### config.mk
export PLATFORM = sky130hd
export DESIGN_NAME = alarm_clock_mode_controller
export DESIGN_NICKNAME = d
export VERILOG_FILES = /design/src/design/acmc_pkg.sv /design/src/design/alarm_clock_mode_controller.sv /design/src/design/acmc_apb_regs.sv /design/src/design/acmc_state.sv
export VERILOG_INCLUDE_DIRS = /design/src /design/src/design
export SDC_FILE = /design/constraint.sdc
export NUM_CORES = 1
export LEC_CHECK = 0
export ABC_AREA = 1
export BUFFER_PORTS_ARGS = -buffer_cell sky130_fd_sc_hd__buf_2
export CELL_PAD_IN_SITES_DETAIL_PLACEMENT = 1
export CELL_PAD_IN_SITES_GLOBAL_PLACEMENT = 2
export CORE_MARGIN = 4
export CORE_UTILIZATION = 29
export CTS_BUF_LIST = sky130_fd_sc_hd__clkbuf_8 sky130_fd_sc_hd__clkbuf_16
export DETAILED_ROUTE_END_ITERATION = 10
export PLACE_DENSITY_LB_ADDON = 0.1
export SETUP_SLACK_MARGIN = 0.02
export SYNTH_ARGS = -nofsm -noshare
export SYNTH_HDL_FRONTEND = slang
export SYNTH_SLANG_ARGS = --single-unit
### constraint.sdc
create_clock -name aclk -period 2.6 [get_ports aclk]
set_input_delay 0.26 -clock aclk [delete_from_list [all_inputs] [get_ports aclk]]
set_output_delay 0.26 -clock aclk [all_outputs]
set_load 0.1 [all_outputs]
### src/design/alarm_clock_mode_controller_defines.svh
// Assertion macros for the alarm clock mode controller.
// Used by the top level only; expects aclk and aresetn in scope.
`ifndef ALARM_CLOCK_MODE_CONTROLLER_DEFINES_SVH
`define ALARM_CLOCK_MODE_CONTROLLER_DEFINES_SVH

// Same-cycle implication, held off during reset.
`define ACMC_ASSERT_IMPLIES(lbl, ante, cons, msg) \
    lbl: assert property (@(posedge aclk) disable iff (!aresetn) (ante) |-> (cons)) \
        else $error(msg);

// Next-cycle implication, held off during reset.
`define ACMC_ASSERT_NEXT(lbl, ante, cons, msg) \
    lbl: assert property (@(posedge aclk) disable iff (!aresetn) (ante) |=> (cons)) \
        else $error(msg);

`endif

### src/design/acmc_pkg.sv
// Shared types, codes and helper functions for the alarm clock mode controller.
// No dependencies; imported by every module of the block.
package acmc_pkg;

    // mode codes
    localparam logic [2:0] MODE_STARTUP  = 3'd0;
    localparam logic [2:0] MODE_MAIN     = 3'd1;
    localparam logic [2:0] MODE_TIMESET  = 3'd2;
    localparam logic [2:0] MODE_ALARMSET = 3'd3;
    localparam logic [2:0] MODE_RINGING  = 3'd4;

    // request kinds
    localparam logic OP_TICK  = 1'b0;
    localparam logic OP_FRAME = 1'b1;

    // button bit positions
    localparam int BTN_S1 = 0;
    localparam int BTN_S2 = 1;
    localparam int BTN_S3 = 2;
    localparam int BTN_S4 = 3;
    localparam int BTN_L3 = 6;
    localparam int BTN_L4 = 7;

    // field select codes
    localparam logic [1:0] FIELD_HOURS   = 2'd0;
    localparam logic [1:0] FIELD_MINUTES = 2'd1;
    localparam logic [1:0] FIELD_SECONDS = 2'd2;
    localparam logic [1:0] FIELD_UNUSED  = 2'd3;
    localparam logic [2:0] NUM_FIELDS    = 3'd3;

    // register indexes (paddr bit 2)
    localparam logic REG_STARTUP_FRAMES = 1'b0;
    localparam logic REG_RING_TIMEOUT   = 1'b1;

    localparam logic [7:0] STARTUP_FRAMES_RST = 8'd10;
    localparam logic [7:0] RING_TIMEOUT_RST   = 8'd50;

    localparam logic [5:0] SECS_PER_MIN  = 6'd60;
    localparam logic [5:0] MINS_PER_HOUR = 6'd60;
    localparam logic [5:0] HOURS_PER_DAY = 6'd24;

    localparam logic [4:0] HOUR_RST       = 5'd18;
    localparam logic [5:0] MINUTE_RST     = 6'd15;
    localparam logic [4:0] ALARM_HOUR_RST = 5'd21;
    localparam logic [5:0] ALARM_MIN_RST  = 6'd35;

    typedef struct packed {
        logic [7:0] startup_frames;
        logic [7:0] ring_timeout_frames;
        logic       startup_wr;
        logic [7:0] wr_data;
    } cfg_t;

    typedef struct packed {
        logic [2:0] mode;
        logic [4:0] hours;
        logic [5:0] minutes;
        logic [5:0] seconds;
        logic [4:0] alarm_hours;
        logic [5:0] alarm_minutes;
        logic [5:0] alarm_seconds;
        logic       alarm_enabled;
        logic       ringing;
        logic [1:0] field_select;
    } result_t;

    function automatic logic [5:0] wrap_up(input logic [5:0] v, input logic [5:0] limit);
        logic [6:0] inc;
        inc = {1'b0, v} + 7'd1;
        return (inc >= {1'b0, limit}) ? 6'd0 : inc[5:0];
    endfunction

    function automatic logic [5:0] wrap_down(input logic [5:0] v, input logic [5:0] limit);
        return (v == 6'd0 || v >= limit) ? limit - 6'd1 : v - 6'd1;
    endfunction

endpackage

### src/design/alarm_clock_mode_controller.sv
// Alarm clock mode controller: top level with request and result registers.
// Depends on acmc_pkg, acmc_apb_regs, acmc_state and the assertion macro header.
//
// Usage
// - Request channel (s_*): s_op 0 is a one-second tick, s_op 1 a button frame with
//   eight flags in s_buttons (short presses in bits 0-3, long presses in bits 6-7).
// - Result channel (m_*): exactly one result per request, showing mode, time,
//   alarm time, armed and ringing flags and the field being set, after the request.
// - APB port: register 0 (address 0) startup wait in frames, register 1
//   (address 4) ring timeout in frames. Writes only while the block is idle.
// - Path: an accepted request waits in the request register and moves into the result
//   register, where m_valid rises, once that register is empty or being drained.
// - Throughput: one request per cycle while results are taken; the state update is a
//   single pass of small compares and increments between the request and result registers.
// - Stalls: while m_ready is low the result holds, one more request may wait in
//   the request register, and s_ready then drops until the result is taken.
// - Reset (aresetn low, synchronous): startup mode, time 18:15:00, alarm
//   21:35:00, alarm disarmed, registers back to 10 and 50, both channels empty.
`include "alarm_clock_mode_controller_defines.svh"

module alarm_clock_mode_controller
    import acmc_pkg::*;
(
    input  logic        aclk,
    input  logic        aresetn,
    // request channel
    input  logic        s_valid,
    output logic        s_ready,
    input  logic        s_op,
    input  logic [7:0]  s_buttons,
    // result channel
    output logic        m_valid,
    input  logic        m_ready,
    output logic [2:0]  m_mode,
    output logic [4:0]  m_hours,
    output logic [5:0]  m_minutes,
    output logic [5:0]  m_seconds,
    output logic [4:0]  m_alarm_hours,
    output logic [5:0]  m_alarm_minutes,
    output logic [5:0]  m_alarm_seconds,
    output logic        m_alarm_enabled,
    output logic        m_ringing,
    output logic [1:0]  m_field_select,
    // configuration port
    input  logic        psel,
    input  logic        penable,
    input  logic        pwrite,
    input  logic [2:0]  paddr,
    input  logic [31:0] pwdata,
    output logic [31:0] prdata,
    output logic        pready
);

    cfg_t    cfg;
    result_t res_next;
    result_t result_reg;

    logic       in_valid_reg;
    logic       op_reg;
    logic [7:0] buttons_reg;
    logic       m_valid_reg;
    logic       advance;

    // The held request moves on when the result register is empty or being drained.
    assign advance = in_valid_reg && (!m_valid_reg || m_ready);
    assign s_ready = !in_valid_reg || advance;

    // request register
    always_ff @(posedge aclk) begin
        if (!aresetn) begin
            in_valid_reg <= 1'b0;
        end else if (s_ready) begin
            in_valid_reg <= s_valid;
        end
    end

    always_ff @(posedge aclk) begin
        if (s_valid && s_ready) begin
            op_reg      <= s_op;
            buttons_reg <= s_buttons;
        end
    end

    acmc_apb_regs u_regs (
        .aclk    (aclk),
        .aresetn (aresetn),
        .psel    (psel),
        .penable (penable),
        .pwrite  (pwrite),
        .paddr   (paddr),
        .pwdata  (pwdata),
        .prdata  (prdata),
        .pready  (pready),
        .cfg     (cfg)
    );

    // state is committed as the request leaves the request register
    acmc_state u_state (
        .aclk      (aclk),
        .aresetn   (aresetn),
        .item_fire (advance),
        .op        (op_reg),
        .buttons   (buttons_reg),
        .cfg       (cfg),
        .res_next  (res_next)
    );

    // result register
    always_ff @(posedge aclk) begin
        if (!aresetn) begin
            m_valid_reg <= 1'b0;
        end else if (advance) begin
            m_valid_reg <= 1'b1;
        end else if (m_ready) begin
            m_valid_reg <= 1'b0;
        end
    end

    always_ff @(posedge aclk) begin
        if (advance) begin
            result_reg <= res_next;
        end
    end

    assign m_valid         = m_valid_reg;
    assign m_mode          = result_reg.mode;
    assign m_hours         = result_reg.hours;
    assign m_minutes       = result_reg.minutes;
    assign m_seconds       = result_reg.seconds;
    assign m_alarm_hours   = result_reg.alarm_hours;
    assign m_alarm_minutes = result_reg.alarm_minutes;
    assign m_alarm_seconds = result_reg.alarm_seconds;
    assign m_alarm_enabled = result_reg.alarm_enabled;
    assign m_ringing       = result_reg.ringing;
    assign m_field_select  = result_reg.field_select;

    // ringing flag and ringing mode always travel together
    `ACMC_ASSERT_IMPLIES(a_ring_mode, m_valid_reg, m_ringing == (m_mode == MODE_RINGING), "ringing flag disagrees with mode")
    // field select never reaches the unused code
    `ACMC_ASSERT_IMPLIES(a_field_sel, m_valid_reg, m_field_select != FIELD_UNUSED, "unused field select in result")
    // time of day stays within range
    `ACMC_ASSERT_IMPLIES(a_time_range, m_valid_reg, ({1'b0, m_hours} < HOURS_PER_DAY) && (m_minutes < MINS_PER_HOUR) && (m_seconds < SECS_PER_MIN), "time of day out of range")
    // an accepted request is held in the request register next cycle
    `ACMC_ASSERT_NEXT(a_req_held, s_valid && s_ready, in_valid_reg, "accepted request lost")

endmodule

### src/design/acmc_apb_regs.sv
// APB configuration registers: startup wait and ring timeout.
// Depends on acmc_pkg for cfg_t and register indexes.
module acmc_apb_regs
    import acmc_pkg::*;
(
    input  logic        aclk,
    input  logic        aresetn,
    input  logic        psel,
    input  logic        penable,
    input  logic        pwrite,
    input  logic [2:0]  paddr,
    input  logic [31:0] pwdata,
    output logic [31:0] prdata,
    output logic        pready,
    output cfg_t        cfg
);

    logic [7:0] startup_frames_reg;
    logic [7:0] ring_timeout_reg;
    logic       wr_en;

    assign pready = 1'b1;
    assign wr_en  = psel && penable && pwrite;

    always_ff @(posedge aclk) begin
        if (!aresetn) begin
            startup_frames_reg <= STARTUP_FRAMES_RST;
            ring_timeout_reg   <= RING_TIMEOUT_RST;
        end else if (wr_en) begin
            if (paddr[2] == REG_STARTUP_FRAMES) begin
                startup_frames_reg <= pwdata[7:0];
            end else begin
                ring_timeout_reg <= pwdata[7:0];
            end
        end
    end

    always_comb begin
        if (paddr[2] == REG_RING_TIMEOUT) begin
            prdata = {24'd0, ring_timeout_reg};
        end else begin
            prdata = {24'd0, startup_frames_reg};
        end
    end

    assign cfg.startup_frames      = startup_frames_reg;
    assign cfg.ring_timeout_frames = ring_timeout_reg;
    assign cfg.startup_wr          = wr_en && (paddr[2] == REG_STARTUP_FRAMES);
    assign cfg.wr_data             = pwdata[7:0];

endmodule

### src/design/acmc_state.sv
// Clock, alarm and mode state with the per-request update logic.
// Depends on acmc_pkg for codes, cfg_t, result_t and wrap helpers.
module acmc_state
    import acmc_pkg::*;
(
    input  logic       aclk,
    input  logic       aresetn,
    input  logic       item_fire,
    input  logic       op,
    input  logic [7:0] buttons,
    input  cfg_t       cfg,
    output result_t    res_next
);

    logic [2:0] mode_reg, mode_next;
    logic [7:0] frame_counter_reg, frame_counter_next;
    logic [1:0] sel_reg, sel_next;
    logic [4:0] hour_reg, hour_next;
    logic [5:0] minute_reg, minute_next;
    logic [5:0] second_reg, second_next;
    logic [4:0] alarm_hour_reg, alarm_hour_next;
    logic [5:0] alarm_minute_reg, alarm_minute_next;
    logic [5:0] alarm_second_reg, alarm_second_next;
    logic       armed_reg, armed_next;
    logic       ring_reg, ring_next;

    always_comb begin
        logic [6:0] sec_inc;
        logic [6:0] min_t;
        logic [6:0] hour_t;
        logic       is_alarm;
        logic [4:0] set_h;
        logic [5:0] set_m;
        logic [5:0] set_s;
        logic [5:0] tmp6;
        logic [2:0] sel_inc;
        logic [7:0] fc_dec;

        mode_next          = mode_reg;
        frame_counter_next = frame_counter_reg;
        sel_next           = sel_reg;
        hour_next          = hour_reg;
        minute_next        = minute_reg;
        second_next        = second_reg;
        alarm_hour_next    = alarm_hour_reg;
        alarm_minute_next  = alarm_minute_reg;
        alarm_second_next  = alarm_second_reg;
        armed_next         = armed_reg;
        ring_next          = ring_reg;

        sec_inc  = {1'b0, second_reg} + 7'd1;
        min_t    = {1'b0, minute_reg};
        hour_t   = {2'b00, hour_reg};
        is_alarm = (mode_reg == MODE_ALARMSET);
        set_h    = is_alarm ? alarm_hour_reg   : hour_reg;
        set_m    = is_alarm ? alarm_minute_reg : minute_reg;
        set_s    = is_alarm ? alarm_second_reg : second_reg;
        tmp6     = 6'd0;
        sel_inc  = {1'b0, sel_reg} + 3'd1;
        fc_dec   = frame_counter_reg - 8'd1;

        if (op == OP_TICK) begin
            // seconds carry into minutes, minutes into hours
            if (sec_inc >= {1'b0, SECS_PER_MIN}) begin
                second_next = 6'd0;
                min_t       = min_t + 7'd1;
            end else begin
                second_next = sec_inc[5:0];
            end
            if (min_t >= {1'b0, MINS_PER_HOUR}) begin
                min_t  = 7'd0;
                hour_t = hour_t + 7'd1;
            end
            if (hour_t >= {1'b0, HOURS_PER_DAY}) begin
                hour_t = 7'd0;
            end
            minute_next = min_t[5:0];
            hour_next   = hour_t[4:0];
        end else begin
            case (mode_reg)
                MODE_STARTUP: begin
                    if (frame_counter_reg != 8'd0) begin
                        frame_counter_next = fc_dec;
                    end else begin
                        mode_next = MODE_MAIN;
                    end
                end
                MODE_MAIN: begin
                    if (buttons[BTN_L4]) begin
                        mode_next = MODE_TIMESET;
                        sel_next  = FIELD_HOURS;
                    end
                    if (buttons[BTN_L3]) begin
                        mode_next = MODE_ALARMSET;
                        sel_next  = FIELD_HOURS;
                    end
                    armed_next = armed_reg ^ buttons[BTN_S2];
                    // match overrides a set-mode entry in the same frame
                    if (armed_next && hour_reg == alarm_hour_reg &&
                        minute_reg == alarm_minute_reg &&
                        second_reg == alarm_second_reg) begin
                        mode_next          = MODE_RINGING;
                        frame_counter_next = cfg.ring_timeout_frames;
                        ring_next          = 1'b1;
                    end
                end
                MODE_TIMESET, MODE_ALARMSET: begin
                    if (buttons[BTN_S4]) begin
                        mode_next = MODE_MAIN;
                    end
                    // down step first, then up step on its result
                    if (buttons[BTN_S1]) begin
                        case (sel_reg)
                            FIELD_HOURS: begin
                                tmp6  = wrap_down({1'b0, set_h}, HOURS_PER_DAY);
                                set_h = tmp6[4:0];
                            end
                            FIELD_MINUTES: set_m = wrap_down(set_m, MINS_PER_HOUR);
                            FIELD_SECONDS: begin
                                // time seconds clear rather than step
                                set_s = is_alarm ? wrap_down(set_s, SECS_PER_MIN) : 6'd0;
                            end
                            default: ;
                        endcase
                    end
                    if (buttons[BTN_S2]) begin
                        case (sel_reg)
                            FIELD_HOURS: begin
                                tmp6  = wrap_up({1'b0, set_h}, HOURS_PER_DAY);
                                set_h = tmp6[4:0];
                            end
                            FIELD_MINUTES: set_m = wrap_up(set_m, MINS_PER_HOUR);
                            FIELD_SECONDS: set_s = wrap_up(set_s, SECS_PER_MIN);
                            default: ;
                        endcase
                    end
                    if (buttons[BTN_S3]) begin
                        sel_next = (sel_inc >= NUM_FIELDS) ? FIELD_HOURS : sel_inc[1:0];
                    end
                    if (is_alarm) begin
                        alarm_hour_next   = set_h;
                        alarm_minute_next = set_m;
                        alarm_second_next = set_s;
                    end else begin
                        hour_next   = set_h;
                        minute_next = set_m;
                        second_next = set_s;
                    end
                end
                MODE_RINGING: begin
                    if (frame_counter_reg != 8'd0) begin
                        frame_counter_next = fc_dec;
                        if (fc_dec == 8'd0) begin
                            ring_next = 1'b0;
                            mode_next = MODE_MAIN;
                        end
                    end
                    if (buttons[BTN_S4]) begin
                        ring_next = 1'b0;
                        mode_next = MODE_MAIN;
                    end
                end
                default: ;
            endcase
        end
    end

    always_ff @(posedge aclk) begin
        if (!aresetn) begin
            mode_reg          <= MODE_STARTUP;
            frame_counter_reg <= STARTUP_FRAMES_RST;
            sel_reg           <= FIELD_HOURS;
            hour_reg          <= HOUR_RST;
            minute_reg        <= MINUTE_RST;
            second_reg        <= 6'd0;
            alarm_hour_reg    <= ALARM_HOUR_RST;
            alarm_minute_reg  <= ALARM_MIN_RST;
            alarm_second_reg  <= 6'd0;
            armed_reg         <= 1'b0;
            ring_reg          <= 1'b0;
        end else if (item_fire) begin
            mode_reg          <= mode_next;
            frame_counter_reg <= frame_counter_next;
            sel_reg           <= sel_next;
            hour_reg          <= hour_next;
            minute_reg        <= minute_next;
            second_reg        <= second_next;
            alarm_hour_reg    <= alarm_hour_next;
            alarm_minute_reg  <= alarm_minute_next;
            alarm_second_reg  <= alarm_second_next;
            armed_reg         <= armed_next;
            ring_reg          <= ring_next;
        end else if (cfg.startup_wr && mode_reg == MODE_STARTUP) begin
            // new startup wait restarts the countdown
            frame_counter_reg <= cfg.wr_data;
        end
    end

    assign res_next.mode          = mode_next;
    assign res_next.hours         = hour_next;
    assign res_next.minutes       = minute_next;
    assign res_next.seconds       = second_next;
    assign res_next.alarm_hours   = alarm_hour_next;
    assign res_next.alarm_minutes = alarm_minute_next;
    assign res_next.alarm_seconds = alarm_second_next;
    assign res_next.alarm_enabled = armed_next;
    assign res_next.ringing       = ring_next;
    assign res_next.field_select  = sel_next;

endmodule

======== Word-level counts from Yosys, hierarchy flattened ========
Index checks and enable logic that the tools add are counted.
storage, ports and cells
  flip-flop bits (word level) ............. 117
  output and inout bits ................... 76
  logic and storage cells ................. 179
cells by class
  bitwise operators ....................... 2
  eq/ne operators ......................... 13
  multiplexer cells ....................... 86
  reductions and logical operators ........ 30
  add/sub/neg operators ................... 11
  $lt $le $gt $ge ......................... 10
operators by type and width
  operator                                                            count
  2-to-1 mux 6 bit                                                    33
  2-to-1 mux 5 bit                                                    16
  2-to-1 mux 8 bit                                                    6
  adder 6 x 1 -> 7 bit (second input constant)                        4
  greater-or-equal comparator 7 x 6 -> 1 bit (second input constant)  4
  2-to-1 mux 7 bit                                                    4
  2-to-1 mux 3 bit                                                    9
  case mux 8 bit (2 select lines)                                     1
  adder 5 x 1 -> 6 bit (second input constant)                        2
  == test 6 bit                                                       2
  greater-or-equal comparator 6 bit (second input constant)           2
  zero test 6 bit                                                     2
  case mux 3 bit (4 select lines)                                     1
  subtractor 6 x 1 -> 6 bit (second input constant)                   2
  2-to-1 mux 2 bit                                                    5
  logical AND 1 bit                                                   9
  2-to-1 mux 1 bit                                                    9
  inequality test 3 x 2 -> 1 bit (second input constant)              3
  zero test 8 bit                                                     1
  nonzero test 8 bit                                                  1
  subtractor 8 x 1 -> 8 bit (second input constant)                   1
  greater-or-equal comparator 7 x 5 -> 1 bit (second input constant)  1
  == test 3 x 2 -> 1 bit (second input constant)                      2
  greater-or-equal comparator 6 x 5 -> 1 bit (second input constant)  1
  other kinds (23)                                                    31

======== Logic depth before layout (Yosys ltp) ========
Gate-level depths: netlist (run 1).
  depth in word-level cells ............... 18
  mapped depth ............................ 29

======== Cells and area by module ========
Synthesis (run 1) repeated with hierarchy kept, for this count alone.
unflattened totals
  cell total of the unflattened synthesis .. 1176
  area, all modules ....................... 8016.4 um2
modules (own cells, without submodules)
  module                       sequential area each (um2)  instances  area an instance (um2)  cells each
  acmc_state                   980.9                       1          5372.7                  957
  alarm_clock_mode_controller  1541.5                      1          1596.5                  63
  acmc_apb_regs                320.3                       1          1047.3                  156

======== Worst setup path after synthesis (run 1) ========
OpenSTA, ideal clock, no wires.
  kind .................................... reg2reg
  start point ............................. register u_state.mode_reg[2]
  end point ............................... register result_reg (netlist bit m_seconds[3]), data pin
  cell stages (with the launch flop) ...... 27
  period minus slack after synthesis ...... 2.879 ns
  path buffers ............................ 3
  arrival time ............................ 2.626 ns
  data required time ...................... 2.346 ns
  path slack .............................. -0.279 ns
  cell sequence ........................... dfxtp_1 > buf_6 > inv_8 > nand3_4 > buf_6 > buf_6 > nand2_1 > nand2_1 > ha_1 > nand3_1 > nor2_1 > nand2_2 > nand2_2 > nand2_2 > a21boi_2 > ha_1 > inv_1 > xor2_1 > nand2_1 > nor2_2 > nand2_2 > nand3_1 > nand2_1 > nand2_1 > nand2_1 > nand2_1 > nand2_1
RTL lines
  element                 RTL line                            source
  from (decl)             acmc_state.sv:15                    logic [2:0] mode_reg, mode_next;
  from (signal assigned)  acmc_state.sv:182                   mode_reg <= mode_next;
  to (signal assigned)    alarm_clock_mode_controller.sv:121  result_reg <= res_next;
  to (decl)               alarm_clock_mode_controller.sv:56   result_t result_reg;

==> run_results.csv, run 1 <==
group,metric,value,unit
synthesis,synth_enable_flop_cells,48,
global_routing,maximum_number_of_pins_on_one_net_before_global_route_repair,55,
critical_path,end_kind,"register",
cts,clock_sinks,115,
critical_path,endpoint_arrival_time_on_the_critical_path,3.29,ns
synthesis,synth_seq_area_share,35.7,%
cts,cts-root-to-sink-buffers,2,
sta,fin_worst_hold_slack,0.0177,ns
sta,report.final.setup_viol,68,
critical_path,timing.reg2reg.setup_slack,-0.36,ns
cts,cts.reportedPaths.clkPinSlew,0.06,ns
drt,detail_route.vias_per_cell,4.71,
synthesis,post_synth_num_cell_types,50,
cts,h_tree_lvls,4,
drt,drtAntennaViolNets,0,
sta,timing_hold_violations_final,0,
critical_path,slowest_stage,"dfxtp_4",
synthesis,synth_top_cell_area_share,18.5,%
synthesis,synth_seq_cells,115,
sta,worst_max_slew_pin_slew,0.672,ns
die,floorplan.initialDensity,29.7,%
outcome,violations_in_the_final_reports,"negative setup slack",
sta,grt_setup_unrepaired,"yes",
cts,cts_inserted_buffers,17,
global_routing,global_route_wire_length_before_repair,46.1,mm
final_layout,syn2layout_area_growth,46.0,%
die,row_count,59,
critical_path,critical_path_class,"reg -> reg",
final_layout,antenna_cells,0,
hold_path,whs_path_depth,1,
placed_design,finalWeightedCongestion,0.840,
global_routing,groute.usage.overall,20.0,%
sta,final_period_minus_worst_setup_slack,2.96,ns
power,p_per_area,578,mW/mm²
final_layout,final_cell_area,0.0114,mm²
hold_path,min_path_type,"in -> reg",
sta,final-max-slew-violation-count,0,
drt,routed_wire_length_per_instance,17.2,µm
sta,fmax,337,MHz
synthesis,ys.warnings.count,0,
critical_path,critical_path_required,2.92,ns
critical_path,largest_stage_delay_worst_path,0.38,ns
drt,num_vias,8133,
cts,cts_root_buffer,"clkbuf_16",
job,max_cap_violations,0,
critical_path,worst_setup_path_start_kind,"register",
final_layout,num-nets-final,1444,
final_layout,layoutNonFillerInstCount,1725,
critical_path,worst_r2r_path_depth,21,
critical_path,critical_path.reg2reg.endpoint,"u_state.hour_reg[3]",
final_layout,layout_common_cells,"214 x nand2_1, 189 x buf_4, 131 x inv_1",
critical_path,worst_path_most_repeated_cell,"nand2_2",
synthesis,synthesis.area_per_instance,7.04,µm²
power,leakagePower,0.00544,µW
cts,tritoncts_clock_tree,"yes",
final_layout,finish.utilization,43.4,%
synthesis,yosys-top-cells-area,"edfxtp_1 18%, dfxtp_1 17%, nand2_1 13%",
drt,drt_iter0_markers,437,
critical_path,crit_fanout,5,
hold_path,timing.hold.worst.start,"s_buttons[3]",
power,vdd.ir_drop.worst,0.000302,V
sta,final_min_period_over_clock_period,114,%
synthesis,dominantRegCellSynth,"dfxtp_1",
global_routing,grt_antenna_before_repair,0,
placed_design,placedCellCount,1649,
outcome,status,"finished, violations left",
synthesis,synth_cells,1108,
drt,drt_pre_antenna_iters,5,
sta,final.setup.tns,-16.61,ns
die,fp.dieArea,0.0296,mm²
placed_design,dpl-instance-area,0.00975,mm²
global_routing,vias_in_the_first_global_route,8293,
cts,clock_network_latency_to_the_later_pin_of_the_worst_skew_pair,0.43,ns
drt,remaining_drc_errors,0,
final_layout,post_route_cells_drive_above_1_share,38.7,%
placed_design,portBuffers,73,
drt,routed_wl,29.7,mm
final_layout,final_common_cell,"nand2_1",
hold_path,holdPathEnd,"buttons_reg[3]",
synthesis,synthArstFlopShare,0,%
die,design.portCount,127,
critical_path,critical_path.reg2reg.startpoint,"u_state.mode_reg[2]",
die,placeableCoreArea,0.0263,mm²
synthesis,synth.cell_area,0.00780,mm²
sta,maxSlewHeadroom,55.2,%
sta,final.setup_skew,0.0165,ns
critical_path,cp_cell_sequence,"buf_6, nor2_4, buf_6, buf_4, buf_4, o21ai_4, inv_2, ha_4, nand2_2, o21ai_2, nand2_4, ha_4, nand4_1, xor2_2, nand2_2, nand4_1, nand3_2, nand2_1, nand2_2, o21ai_2, inv_1",
global_routing,globalRoute.totalOverflow,0,
synthesis,synth_top_area_cell,"edfxtp_1",
die,die_y,172,µm
die,fp.dieW,172,µm
placed_design,place_hpwl,21.6,mm
sta,final.setup.worst_slack,-0.364,ns
cell usage after synthesis, types with 4 or more instances:
master / number
a21oi_1: 84
buf_4: 31
clkbuf_1: 26
dfxtp_1: 67
edfxtp_1: 48
ha_1: 16
inv_1: 141
inv_2: 6
nand2_1: 264
nand2_2: 21
nand2_4: 6
nand3_1: 83
nand3_2: 4
nand4_1: 29
nor2_1: 81
nor2_2: 11
nor3_1: 6
nor4_1: 6
o211ai_1: 7
o21ai_0: 68
o21ai_1: 17
o21ai_2: 11
xnor2_1: 4
xor2_1: 29
timing repair:
item,in CTS,in global routing
buffers inserted,11,27
hold buffers,5,0
hold endpoints to repair,5,0
gates resized for setup,31,143
cloned,1,1
pin swaps,22,82
setup endpoints to repair,69,71
power by group:
group | internal (µW) | total, µW | switching [µW]
clock network | 1360 | 2370 | 1010
logic | 714 | 2140 | 1420
registers | 2010 | 2080 | 75.0
total | 4080 | 6590 | 2510
kinds of logic (layout without fill, tap and decap cells):
group                      count (synthesis)  in the layout  synth area share [%]
DFF                                      115            115                  35.7
other                                      2             25                0.0962
buffers and inverters                    216            474                  12.7
adders and majority gates                 16             16                  2.57
AOI/OAI and AO/OA                        201            201                  14.3
and+or+nand+nor                          523            524                  30.5
xor gates and xnor gates                  35             35                  4.12
how the worst max path moves through the flow:
stage	cells after the start	end	from
2_1_floorplan	3	prdata[1]	paddr[2]
3_3_place_gp	19	m_minutes[5]	u_state.mode_reg[0]
3_5_place_dp	24	m_alarm_seconds[3]	u_state.mode_reg[2]
4_1_cts	21	m_minutes[2]	u_state.mode_reg[2]
5_1_grt	21	u_state.hour_reg[3]	u_state.mode_reg[1]
6_report	21	u_state.hour_reg[3]	u_state.mode_reg[2]
metal layers:
metal,part of all wire [%],wire length [µm],vias up,global-route usage (%)
met4,1.1,339,0,5.13
met3,2.9,850,18,3.13
met2,47,14000,104,32.5
met1,49,14500,3890,27.9
li1,-,-,4121,-
met5,0,0,-,0
critical path, delay by kind of cell (launching register included):
kind / cells / cell delay (ns)
compound gates: 3 / 0.37
xor+xnor: 1 / 0.18
fa+ha+maj: 2 / 0.43
buf+inv: 6 / 0.65
flops: 1 / 0.38
simple gates: 9 / 0.86
cell type report:
type	count	area [µm²]
fill	3263	14900
multi-input combinational	801	4880
sequential	115	2790
timing repair buffer	291	2140
inverter	151	576
clock buffer	19	475
tap	335	419
clock inverter	13	105
stage by stage:
stage / setup slack (ns) / power (µW)
global placement: -0.434 / 4010
floorplan: -0.265 / 3410
finish: -0.364 / 6590
CTS: -0.341 / 6480
detailed placement: -0.485 / 4020
global route: -0.577 / 6940
Note: power is estimated with default switching activity, not from simulation.
==> run 2, diff against run 1 <==
ABC_AREA = not set   (was 1)
CORE_MARGIN = not set   (was 4)
CORE_UTILIZATION = 31   (was 29)
SYNTH_HIERARCHICAL = 1   (was not set)
==> run 2 against run 1 <==
The flow still finishes with violations (negative setup slack). Via count increased by 8.1%. Highest routed layer unchanged. Utilization grew 1.7 points. Design area is 6.3% higher. Register-to-register slack got worse by 0.50 ns. Clock power increased by 3%. Synthesized cell count decreased by 8.4%. Largest cell class unchanged.
==> run_results.csv, run 2 <==
group,metric,value,unit
sta,worst_max_slew_pin_slew,0.885,ns
placed_design,portBuffers,73,
drt,drt_iter0_markers,494,
critical_path,critical_path_required,2.77,ns
cts,clock_sinks,115,
placed_design,placedCellCount,1564,
sta,final.setup_skew,0.0140,ns
outcome,status,"finished, violations left",
sta,report.final.setup_viol,68,
drt,routed_wire_length_per_instance,20.2,µm
final_layout,post_route_cells_drive_above_1_share,39.3,%
critical_path,end_kind,"register",
critical_path,cp_cell_sequence,"nand3b_1, buf_6, buf_12, buf_4, mux2i_4, ha_4, inv_2, o221a_4, a21oi_2, nor2_2, a21oi_2, ha_2, inv_2, o211a_1, a311oi_4, o31ai_2, a22oi_2, buf_4, o21ai_1",
power,leakagePower,0.00483,µW
drt,drtAntennaViolNets,0,
drt,num_vias,8795,
placed_design,dpl-instance-area,0.0106,mm²
drt,routed_wl,32.9,mm
power,finalPower,6110,µW
cts,tritoncts_clock_tree,"yes",
die,die_y,167,µm
outcome,violations_in_the_final_reports,"negative setup slack",
critical_path,worst_setup_path_start_kind,"register",
sta,final.setup.worst_slack,-0.866,ns
final_layout,antenna_cells,0,
die,placeableCoreArea,0.0269,mm²
sta,fmax,289,MHz
critical_path,endpoint_arrival_time_on_the_critical_path,3.64,ns
drt,detail_route.vias_per_cell,5.40,
global_routing,global_route_wire_length_before_repair,50.6,mm
critical_path,largest_stage_delay_worst_path,0.33,ns
final_layout,syn2layout_area_growth,42.8,%
cts,cts_root_buffer,"clkbuf_16",
global_routing,grt_antenna_before_repair,0,
die,design.portCount,127,
sta,maxSlewHeadroom,40.9,%
final_layout,ff_latch_area,0.00279,mm²
job,max_cap_violations,0,
cts,clock_network_latency_to_the_later_pin_of_the_worst_skew_pair,0.43,ns
final_layout,final_cell_area,0.0121,mm²
critical_path,crit_fanout,8,
drt,remaining_drc_errors,0,
power,vdd.ir_drop.worst,0.000317,V
cts,cts-root-to-sink-buffers,2,
synthesis,synth_cells,1015,
hold_path,min_path_type,"in -> reg",
drt,drt_pre_antenna_iters,5,
placed_design,finalWeightedCongestion,0.846,
sta,timing_hold_violations_final,0,
die,fp.dieW,167,µm
synthesis,ys.warnings.count,6,
critical_path,slowest_stage,"a311oi_4",
final_layout,multiInputGateArea,0.00586,mm²
placed_design,place_hpwl,24.2,mm
die,row_count,60,
global_routing,groute.usage.overall,23.3,%
final_layout,layoutNonFillerInstCount,1628,
sta,final.setup.tns,-46.82,ns
critical_path,critical_path_class,"reg -> reg",
sta,grt_setup_unrepaired,"yes",
global_routing,globalRoute.totalOverflow,0,
cts,cts_inserted_buffers,17,
cts,cts.reportedPaths.clkPinSlew,0.06,ns
cts,h_tree_lvls,4,
global_routing,maximum_number_of_pins_on_one_net_before_global_route_repair,63,
power,p_per_area,504,mW/mm²
final_layout,num-nets-final,1341,
die,fp.dieArea,0.0280,mm²
final_layout,final_common_cell,"buf_4",
global_routing,vias_in_the_first_global_route,8870,
sta,final_period_minus_worst_setup_slack,3.47,ns
final_layout,layout.filler_cells,3154,
die,floorplan.initialDensity,31.6,%
sta,final-max-slew-violation-count,0,
synthesis,synth.cell_area,0.00849,mm²
final_layout,finish.utilization,45.1,%
synthesis,synthesis.area_per_instance,8.36,µm²
final_layout,layout_common_cells,"230 x buf_4, 113 x nand2_1, 73 x buf_2",
sta,final_min_period_over_clock_period,133,%
## run 2: layout make-up
class                      instances  area share, %
inverter                          15          0.506
multi-input combinational        798           48.3
tap                              341           3.52
clock inverter                    13           1.02
sequential                       115           23.0
clock buffer                      19           3.92
timing repair buffer             327           19.7
## run 2: path summary, 6_finish.rpt
path	from	endpoint	slack, ns	cells past startpoint
hold / removal	s_buttons[2]	buttons_reg[2]	0.02	1
setup / recovery	u_state/mode_reg[2]	m_alarm_seconds[3]	-0.87	19
setup reg to reg	u_state/mode_reg[2]	m_alarm_seconds[3]	-0.87	19
hold reg to reg	u_regs/startup_frames_reg[5]	u_regs/startup_frames_reg[5]	0.46	2
## run 2: per-stage QoR
stage          hold slack (ns)  worst slack, ns
5_1_grt                0.00456            -1.01
4_1_cts                0.00386           -0.781
3_5_place_dp             0.441           -0.971
3_3_place_gp             0.439           -0.858
6_report                0.0218           -0.866
2_1_floorplan            0.359            -1.31
## run 2: routing by layer
layer  track usage (%)  vias up  share of wire [%]
met4              7.74        0                2.1
li1                  -     4213                  -
met1              31.1     4347                 47
met3              2.74       50                3.2
met5                 0        -                  0
met2              38.7      185                 48
## run 2: worst max-delay path: cells and delay by family (launching register included)
family | cells | cell delay [ns]
buffers and inverters | 6 | 0.67
flip-flops | 1 | 0.32
adder cells (fa/ha/maj) | 2 | 0.38
AO/OA/AOI/OAI | 8 | 1.40
AND/OR/NAND/NOR | 2 | 0.23
multiplexers | 1 | 0.23
## run 2: timing repair
action | CTS | global route
hold buffers | 4 | 0
setup endpoints to repair | 68 | 75
pin swaps | 37 | 48
gates resized for setup | 69 | 79
setup buffers | 16 | 13
endpoints found under the hold margin | 4 | 0
## run 2: power by group
part | internal (µW) | switching [µW]
combinational | 594 | 1080
clock | 1380 | 1040
sequential | 1950 | 51.2
==> run 3, diff against run 2 <==
CORE_ASPECT_RATIO = 2   (was not set)
==> run 3 against run 2 <==
The flow still finishes with violations (negative setup slack). Die area grew 0.15%. Power grew 3.1%. Sequential power hardly changed. Worst setup slack got worse by 0.19 ns. Clock-buffer cell count rose by 1. Combinational power is 12% higher. Register-to-register slack lost 0.19 ns. Utilization up 2.9 points. Design area increased by 6.6%. Sequential cell count stayed put. Maximum frequency fell by 5.1%.
==> run_results.csv, run 3 (synthesis gave the netlist of run 2 again) <==
group,metric,value,unit
sta,fmax,274,MHz
cts,tritoncts_clock_tree,"yes",
power,p_seq_share,32.1,%
drt,routed_wl,38.8,mm
final_layout,layout_common_cells,"242 x buf_4, 114 x nand2_1, 73 x buf_2",
global_routing,global_route_wire_length_before_repair,57.2,mm
critical_path,timing.reg2reg.setup_slack,-1.05,ns
cts,cts_inserted_buffers,17,
global_routing,grt_antenna_before_repair,0,
outcome,violations_in_the_final_reports,"negative setup slack",
sta,timing_hold_violations_final,0,
sta,final.setup_skew,0.00960,ns
job,max_cap_violations,0,
critical_path,cp_cell_sequence,"nand3b_1, buf_6, buf_4, buf_8, mux2i_4, ha_4, inv_4, o221a_4, a21oi_2, nor2_2, a21oi_2, ha_2, inv_2, o211a_1, a311oi_4, o31ai_2, a22oi_1, buf_4, o21ai_1",
drt,drtAntennaViolNets,0,
power,switching_share,34.0,%
hold_path,min_path_type,"in -> reg",
critical_path,path_delay_family,"compound AO/OA/AOI/OAI gates",
power,total_switching_power,2140,µW
critical_path,largest_stage_delay_worst_path,0.34,ns
drt,routed_wire_length_per_instance,23.0,µm
final_layout,num-nets-final,1393,
sta,final.setup.worst_slack,-1.05,ns
cts,cts.reportedPaths.clkPinSlew,0.06,ns
critical_path,worst_setup_path_start_kind,"register",
power,internal_power,4160,µW
cts,cts-root-to-sink-buffers,2,
sta,grt_setup_unrepaired,"yes",
final_layout,syn2layout_area_growth,52.1,%
final_layout,finish.utilization,48.0,%
sta,worst_max_slew_pin_slew,0.835,ns
final_layout,post_route_cells_drive_above_1_share,44.1,%
die,fp.dieW,119,µm
cts,cts_root_buffer,"clkbuf_16",
critical_path,crit_fanout,5,
power,leakagePower,0.00521,µW
drt,drt_iter0_markers,375,
die,design.portCount,127,
power,finalPower,6300,µW
cts,clock_network_latency_to_the_later_pin_of_the_worst_skew_pair,0.44,ns
drt,num_vias,9180,
die,fp.dieArea,0.0281,mm²
outcome,status,"finished, violations left",
placed_design,portBuffers,73,
power,p_comb_share,29.9,%
global_routing,groute.usage.overall,27.7,%
critical_path,path_buf_inv,6,
drt,drt_pre_antenna_iters,5,
global_routing,maximum_number_of_pins_on_one_net_before_global_route_repair,63,
final_layout,antenna_cells,0,
sta,final-max-slew-violation-count,0,
power,pwr-share-clk,38.0,%
drt,detail_route.vias_per_cell,5.44,
sta,final_min_period_over_clock_period,141,%
power,vdd.ir_drop.worst,0.000406,V
power,p_per_area,488,mW/mm²
critical_path,endpoint_arrival_time_on_the_critical_path,3.83,ns
die,die_y,236,µm
die,row_count,85,
drt,remaining_drc_errors,0,
global_routing,vias_in_the_first_global_route,9962,
critical_path,end_kind,"register",
cts,h_tree_lvls,4,
sta,maxSlewHeadroom,43.8,%
critical_path,critical_path_class,"reg -> reg",
sta,final_period_minus_worst_setup_slack,3.65,ns
critical_path,slowest_stage,"a311oi_4",
final_layout,final_common_cell,"buf_4",
placed_design,finalWeightedCongestion,0.906,
global_routing,globalRoute.totalOverflow,0,
sta,report.final.setup_viol,68,
die,placeableCoreArea,0.0269,mm²
cts,clock_sinks,115,
die,floorplan.initialDensity,31.5,%
placed_design,place_hpwl,29.8,mm
critical_path,critical_path_required,2.77,ns
## run 3: changes by cell type in the layout (fill, tap and decap cells not counted), moves of 6 or more
| cell | delta |
|---|---|
| buf_6 | +32 |
| buf_4 | +12 |
| o21ai_1 | -9 |
| dfxtp_1 | -7 |
| dfxtp_2 | +7 |
| inv_6 | -6 |
| o21ai_2 | +6 |
## run 3: stage by stage
stage          std cells  worst slack [ns]  cell area [µm²]  hold WS, ns  setup TNS (ns)
6_report            1687             -1.05            12900       0.0831          -58.15
5_1_grt             1687             -1.18            12900        0.107          -67.51
4_1_cts             1666             -1.02            12200       0.0719          -56.55
3_5_place_dp        1598             -1.18            10800        0.439          -59.20
3_3_place_gp        1598             -1.12            10800        0.440          -54.68
2_1_floorplan       1038             -1.31             8750        0.359          -53.33
## run 3: power groups by stage
stage	combinational [µW]	clock (µW)	sequential (µW)
6_report	1880	2390	2020
5_1_grt	1980	2520	2020
4_1_cts	1700	2460	2020
3_5_place_dp	1570	0	2050
3_3_place_gp	1550	0	2050
2_1_floorplan	852	0	2230
## run 3: per-layer routing
metal	GRT usage, %	wire length, µm
met5	0	0
met1	22.6	11900
met3	3.38	763
met2	54.5	21800
met4	27.0	4250
## run 3: layout make-up
class / instances / area (µm²)
inverter: 15 / 63.8
clock buffer: 20 / 478
sequential: 115 / 2800
timing repair buffer: 379 / 2960
fill: 3143 / 14000
clock inverter: 12 / 114
multi-input combinational: 798 / 6060
tap: 348 / 435
## run 3: timing repair
item	in CTS	in global routing
pin swaps	48	64
hold buffers	7	0
endpoints found under the setup margin	78	80
setup buffers	30	26
gates cloned	0	1
endpoints found under the hold margin	7	0
resized for setup	117	117
## run 3: final timing paths
check | end | depth (start not counted) | from
worst min register to register | u_regs/startup_frames_reg[5] | 2 | u_regs/startup_frames_reg[5]
worst min-delay path | in_valid_reg | 3 | s_valid
worst max register to register | m_seconds[3] | 19 | u_state/mode_reg[2]
worst max-delay path | m_seconds[3] | 19 | u_state/mode_reg[2]
## run 3: tightest hold or removal path: cells and delay by family
kind	cells	cell delay (ns)
AO/OA/AOI/OAI	1	0.10
buffers and inverters	2	0.12
